[src/sv/gced_pkg.sv]
package gced_pkg;

    // Field and register widths fixed by the interface.
    localparam int CHAN_W    = 8;
    localparam int LINE_W    = 10;
    localparam int COEF_W    = 24;
    localparam int REG_IDX_W = 2;

    // Configuration register indexes.
    localparam logic [REG_IDX_W-1:0] REG_LINE_WIDTH   = 2'd0;
    localparam logic [REG_IDX_W-1:0] REG_CURVE_CONST  = 2'd1;
    localparam logic [REG_IDX_W-1:0] REG_CURVE_LINEAR = 2'd2;
    localparam logic [REG_IDX_W-1:0] REG_CURVE_SQUARE = 2'd3;

    // Register reset values.
    localparam int LINE_WIDTH_RESET   = 512;
    localparam int CURVE_CONST_RESET  = 0;
    localparam int CURVE_LINEAR_RESET = 65536;
    localparam int CURVE_SQUARE_RESET = 0;

    // Luma weights in Q8 and the resulting gray width (0..1024, Q10).
    localparam int GRAY_R    = 312;
    localparam int GRAY_G    = 591;
    localparam int GRAY_B    = 126;
    localparam int GSUM_W    = 19;
    localparam int GRAY_FRAC = 8;
    localparam int GRAY_W    = GSUM_W - GRAY_FRAC;

    // Curve evaluation: value * 2^36 = K*2^20 + L*gray*2^10 + S*gray^2.
    localparam int K_SHIFT = 20;
    localparam int L_SHIFT = 10;
    localparam int Y_SHIFT = 26;
    localparam int LIN_W   = COEF_W + GRAY_W + 1;
    localparam int SQ_W    = 2 * GRAY_W;
    localparam int SQK_W   = COEF_W + SQ_W + 1;
    localparam int TOT_W   = 48;
    localparam int Q_W     = TOT_W - Y_SHIFT;
    localparam int Y_MAX   = 1024;
    localparam int THRESH  = 512;

    // Error store entries and the error term taken from them.
    localparam int ERR_W     = 16;
    localparam int ERR_SHIFT = 4;
    localparam int ERR_ROUND = (1 << ERR_SHIFT) - 1;
    localparam int E_W       = ERR_W - ERR_SHIFT;
    localparam int S_W       = E_W + 1;

    // Floyd-Steinberg weights: right, below left, below, below right.
    localparam int W_RIGHT = 7;
    localparam int W_DL    = 3;
    localparam int W_DOWN  = 5;
    localparam int W_DR    = 1;

    typedef struct packed {
        logic [CHAN_W-1:0] red;
        logic [CHAN_W-1:0] green;
        logic [CHAN_W-1:0] blue;
        logic              image_start;
    } gced_in_t;

    typedef struct packed {
        logic pixel_white;
        logic row_end;
    } gced_out_t;

    typedef enum logic [2:0] {
        S_IDLE,
        S_MUL,
        S_SQR,
        S_SUM,
        S_DEC,
        S_FLUSH
    } gced_state_t;

    typedef struct packed {
        logic load;
        logic mul;
        logic sqr;
        logic sum;
        logic decide;
        logic flush;
    } gced_cmd_t;

    typedef struct packed {
        logic last;
    } gced_status_t;

endpackage

[src/sv/gced_ctrl.sv]
module gced_ctrl (
    input  logic                   aclk,
    input  logic                   aresetn,
    input  logic                   s_valid,
    output logic                   s_ready,
    output logic                   m_valid,
    input  logic                   m_ready,
    input  gced_pkg::gced_status_t st,
    output gced_pkg::gced_cmd_t    cmd
);

    import gced_pkg::*;

    gced_state_t state_reg;
    gced_state_t state_next;
    logic        m_valid_reg;
    logic        m_valid_next;
    logic        out_free;

    always_ff @(posedge aclk) begin
        if (!aresetn) begin
            state_reg   <= S_IDLE;
            m_valid_reg <= 1'b0;
        end else begin
            state_reg   <= state_next;
            m_valid_reg <= m_valid_next;
        end
    end

    always_comb begin
        out_free   = !m_valid_reg || m_ready;
        state_next = state_reg;
        cmd        = '0;
        s_ready    = 1'b0;
        case (state_reg)
            S_IDLE: begin
                s_ready = 1'b1;
                if (s_valid) begin
                    cmd.load   = 1'b1;
                    state_next = S_MUL;
                end
            end
            S_MUL: begin
                cmd.mul    = 1'b1;
                state_next = S_SQR;
            end
            S_SQR: begin
                cmd.sqr    = 1'b1;
                state_next = S_SUM;
            end
            S_SUM: begin
                cmd.sum    = 1'b1;
                state_next = S_DEC;
            end
            S_DEC: begin
                if (out_free) begin
                    cmd.decide = 1'b1;
                    state_next = st.last ? S_FLUSH : S_IDLE;
                end
            end
            S_FLUSH: begin
                cmd.flush  = 1'b1;
                state_next = S_IDLE;
            end
            default: begin
                state_next = S_IDLE;
            end
        endcase
        m_valid_next = cmd.decide ? 1'b1 : (m_valid_reg && !m_ready);
    end

    assign m_valid = m_valid_reg;

`ifndef ASSERT_OFF
    a_no_overwrite: assert property (@(posedge aclk) disable iff (!aresetn)
        cmd.decide |-> (!m_valid_reg || m_ready))
        else $error("result register overwritten before it was taken");

    a_flush_follows_last: assert property (@(posedge aclk) disable iff (!aresetn)
        cmd.flush |-> ($past(cmd.decide) && $past(st.last)))
        else $error("row flush without a last pixel decided just before");

    a_fixed_chain: assert property (@(posedge aclk) disable iff (!aresetn)
        cmd.load |-> ##3 cmd.sum)
        else $error("curve chain did not reach the sum step in three cycles");

    a_one_command: assert property (@(posedge aclk) disable iff (!aresetn)
        $onehot0({cmd.load, cmd.mul, cmd.sqr, cmd.sum, cmd.decide, cmd.flush}))
        else $error("more than one datapath command in a cycle");
`endif

endmodule

[config.mk]
export PLATFORM = sky130hd
export DESIGN_NAME = gced_ctrl
export DESIGN_NICKNAME = d
export VERILOG_FILES = /design/src/sv/gced_pkg.sv /design/src/sv/gced_ctrl.sv
export SDC_FILE = /design/constraint.sdc
export NUM_CORES = 1
export LEC_CHECK = 0
export BUFFER_PORTS_ARGS = -buffer_cell sky130_fd_sc_hd__buf_2
export CAP_MARGIN = 5
export CELL_PAD_IN_SITES_DETAIL_PLACEMENT = 1
export CELL_PAD_IN_SITES_GLOBAL_PLACEMENT = 1
export CORE_AREA = 2 2 39 41
export DETAILED_ROUTE_END_ITERATION = 6
export DIE_AREA = 0 0 41 43
export PLACE_DENSITY_LB_ADDON = 0.12
export SETUP_SLACK_MARGIN = 0.15
export SYNTH_ARGS = -nofsm -noshare
export SYNTH_HDL_FRONTEND = slang
export SYNTH_SLANG_ARGS = --single-unit
[constraint.sdc]
create_clock -name aclk -period 1.2 [get_ports aclk]
set_clock_uncertainty 0.05 [all_clocks]
set_input_delay 0.24 -clock aclk [delete_from_list [all_inputs] [get_ports aclk]]
set_output_delay 0.24 -clock aclk [all_outputs]
set_load 0.01 [all_outputs]
== Yosys cells after proc, flatten, opt, wreduce, memory -nomap -nowiden ==
Index checks and enable logic that the tools add are counted.
Word-level totals
  flip-flop bits (word level): 4
  input port bits: 5
Cells by class
  equal/unequal tests: 7
  multiplexer cells: 14
  reductions and logical operators: 6
Operator list (number)
  $pmux 3 s5: 1
  $mux 1: 10
  $mux 3: 3
  $eq 3x2->1 const B: 2
  $eq 3x3->1 const B: 2
  $ne 2x2->1 const B: 2
  $eq 3x1->1 const B: 1
  $logic_not 3->1: 1
  $logic_not 1->1: 2
  $reduce_and 2->1: 1
  $logic_and 1x1->1: 1
  $logic_or 1x1->1: 1

== Depth between registers and ports, before layout ==
  depth after elaboration: 5
  depth in mapped cells: 3

== Worst setup path before layout ==
Ideal clock, no wire load.
  path kind: register to output
  start: register state_reg[1]
  end: output cmd[5] (netlist bit)
  data arrival time: 929 ps
  required time: 910 ps
  path slack: -19 ps
  cell stages (with the launch flop): 3
  path buffers: 0
  path through: dfxtp_1 nor3_1 and2_1
RTL lines
  from (decl): RTL line gced_ctrl.sv:14  | gced_state_t state_reg;
  from (signal assigned): RTL line gced_ctrl.sv:25  | state_reg <= state_next;
  to (decl): RTL line gced_ctrl.sv:9  | output gced_pkg::gced_cmd_t cmd

==> flow_summary.ini <==
[outcome]
outcome = finished, violations left
violations = setup timing

[timing]
fmax_mhz = 731.7
rsz0062_at_grt = yes
period_needed_ns = 1.367
tightestPinTransition_ns = 0.2030
slew_headroom_pct = 86.37
setup_viol = 8
setup_ws_ns = -0.1667
hold_violations = 0
finalCritPeriodShare_pct = 113.9
drv_slew = 0

[logic_synthesis]
synth_area_leaders = dfxtp_1, o21a_1, nor3b_2, and3b_1, nor4b_2
yosys_warnings = 0
ys_seq_elements = 4
synth_common_cells = dfxtp_1, o21a_1
syn_inst = 21
synth_area_um2 = 216.5
synth-simple-area-share_pct = 43.35
syn-num-nets = 26
ys_seq_area_share_pct = 36.99
synth.distinct_cells = 11
synth_edf_count = 0
synth_top_family_by_area = simple AND/OR/NAND/NOR gates
synth-compound-area-share_pct = 17.92
synth_top_area_share_pct = 36.99
syn_avg_cell_area_um2 = 10.31
synth_ff_type = dfxtp_1
synth_xor_xnor_area_share_pct = 0
synth_largest_area_cell = dfxtp_1
ys_async_sr_fraction_pct = 0
synth_adder_area_share_pct = 0
synthMuxAreaShare_pct = 0

[routing]
vias = 233
ant_nets = 0
drc = 0
drt_pass1_iterations = 1
drt_wl_total_um = 659
via_per_inst = 4.017
wl_per_cell_um = 11.36
drt_iter0_markers = 0

[placement]
place_area_um2 = 332.8
dp.cells = 52
routabilityCongestion = 0.7126
dp_hpwl_um = 488.9
portBuffers = 12

[layout]
syn2layout_area_growth_pct = 101.2
finish.instance_area_um2 = 435.4
largest_reg_flops = 3
drive_gt1_share_pct = 76.19
final_cells = 58
insertedDiodeCount = 0
nNetsFinal = 49

[pwr]
powerDensity_nw_per_um2 = 951.3
leakage_nw = 0.2020
power_uw = 414.2
ir_worst_vdd_v = 0.0003015

[critical_path]
r2r_cells = 6
crit_fanout = 6
r2r_end = state_reg[2]
r2r_start = state_reg[2]
worstSetupEndpointType = output pin
r2r_slack_ns = -0.05
crit_arrival_ns = 1.08
cp.required_ns = 0.91
crit_type = reg2out
cp-start-kind = flip-flop

[grt]
grt_pass1_vias = 261
grt_use_total_pct = 9.054
overflow = 0
grt_pass1_wl_um = 1055
antenna_found_initial = 0
grt_start_max_net_pins = 9

[die]
chipHeight_um = 43
io_pins = 13
die_x_um = 41
initial_utilization_pct = 15.64
coreArea_um2 = 1384
die_area_um2 = 1763
num_rows = 14

[hold_path]
holdPathEnd = state_reg[1]
worstHoldStart = aresetn
hp-class = in2reg
whs_path_depth = 2

[clock_tree]
cts_buffers = 3
clk_pin_slew_worst_paths_ns = 0.04
cts_buffer_depth = 2
cts.sinks = 4
cts_hold_buf = 0
htree_levels = 1
insertion_delay_ns = 0.23
cts_tree = done
cts-root-buf = clkbuf_4

[run]
cap_viol_max_count = 0
## area by class of cell
class | instances | area, µm²
repair buffers | 18 | 126.4
well taps | 16 | 20.02
fillers | 164 | 948.4
multi-input cells | 16 | 170.2
inverters | 1 | 3.754
flip-flops and latches | 4 | 92.59
clock buffers | 3 | 22.52
## repair_timing
item / CTS / global route
gates cloned: 0 / 0
resized for setup: 13 / 3
pin swaps: 5 / 2
setup buffers: 2 / 1
setup endpoints to repair: 9 / 11
## where the power goes
group	switching, mW	internal, mW
clock	0.0515	0.112
sequential	0.0185	0.140
combinational	0.0383	0.0539
total	0.108	0.306
## how the worst max path moves through the flow
| stage | start | to | slack (ns) | cells past startpoint |
|---|---|---|---|---|
| CTS | state_reg[2] | cmd[3] | -0.16 | 3 |
| detailed placement | state_reg[1] | cmd[1] | 0.03 | 3 |
| global placement | state_reg[0] | cmd[4] | 0.04 | 2 |
| finish | state_reg[2] | cmd[1] | -0.17 | 3 |
| floorplan | state_reg[0] | cmd[4] | 0.08 | 1 |
| global route | state_reg[2] | cmd[1] | -0.21 | 3 |
## metrics by stage
step	worst slack (ns)	TNS, ns	hold WS, ns	util, %
after floorplan	0.07501	0	0.3074	-
after global placement	0.04262	0	0.4562	24.05
after detailed placement	0.02628	0	0.4594	24.05
after CTS	-0.1639	-0.8306	0.2127	29.84
after global routing	-0.2132	-1.157	0.2180	31.46
final	-0.1667	-0.7828	0.2197	31.46
## metal layers
metal	GRT usage, %	part of all wire [%]	up-vias
li1	-	-	121
met1	9.385	40	108
met2	14.06	54	4
met3	2.094	5.5	0
met4	8.000	0	0
met5	0	0	-
## critical path: stages, from the launching register on
cell     delay [ns]
dfxtp_4        0.38
nor3b_4        0.20
nor2b_4        0.17
buf_6          0.10
## logic make-up (layout without fill, tap and decap cells)
family,Yosys count,after routing
AOI/OAI and AO/OA,5,5
and+or+nand+nor,11,11
buffers and inverters,1,22
DFF,4,4
## placed cells by master, fill, tap and decap left out, drive strengths merged
cell and instances:
clkbuf 3, and2 1, and3b 2, dfxtp 4, nor3 2, nor4b 1
o31a 1, buf 18, nor2b 2, nor3b 3, inv 1, o21a 4
No activity file was read; power rests on OpenSTA's default activity.
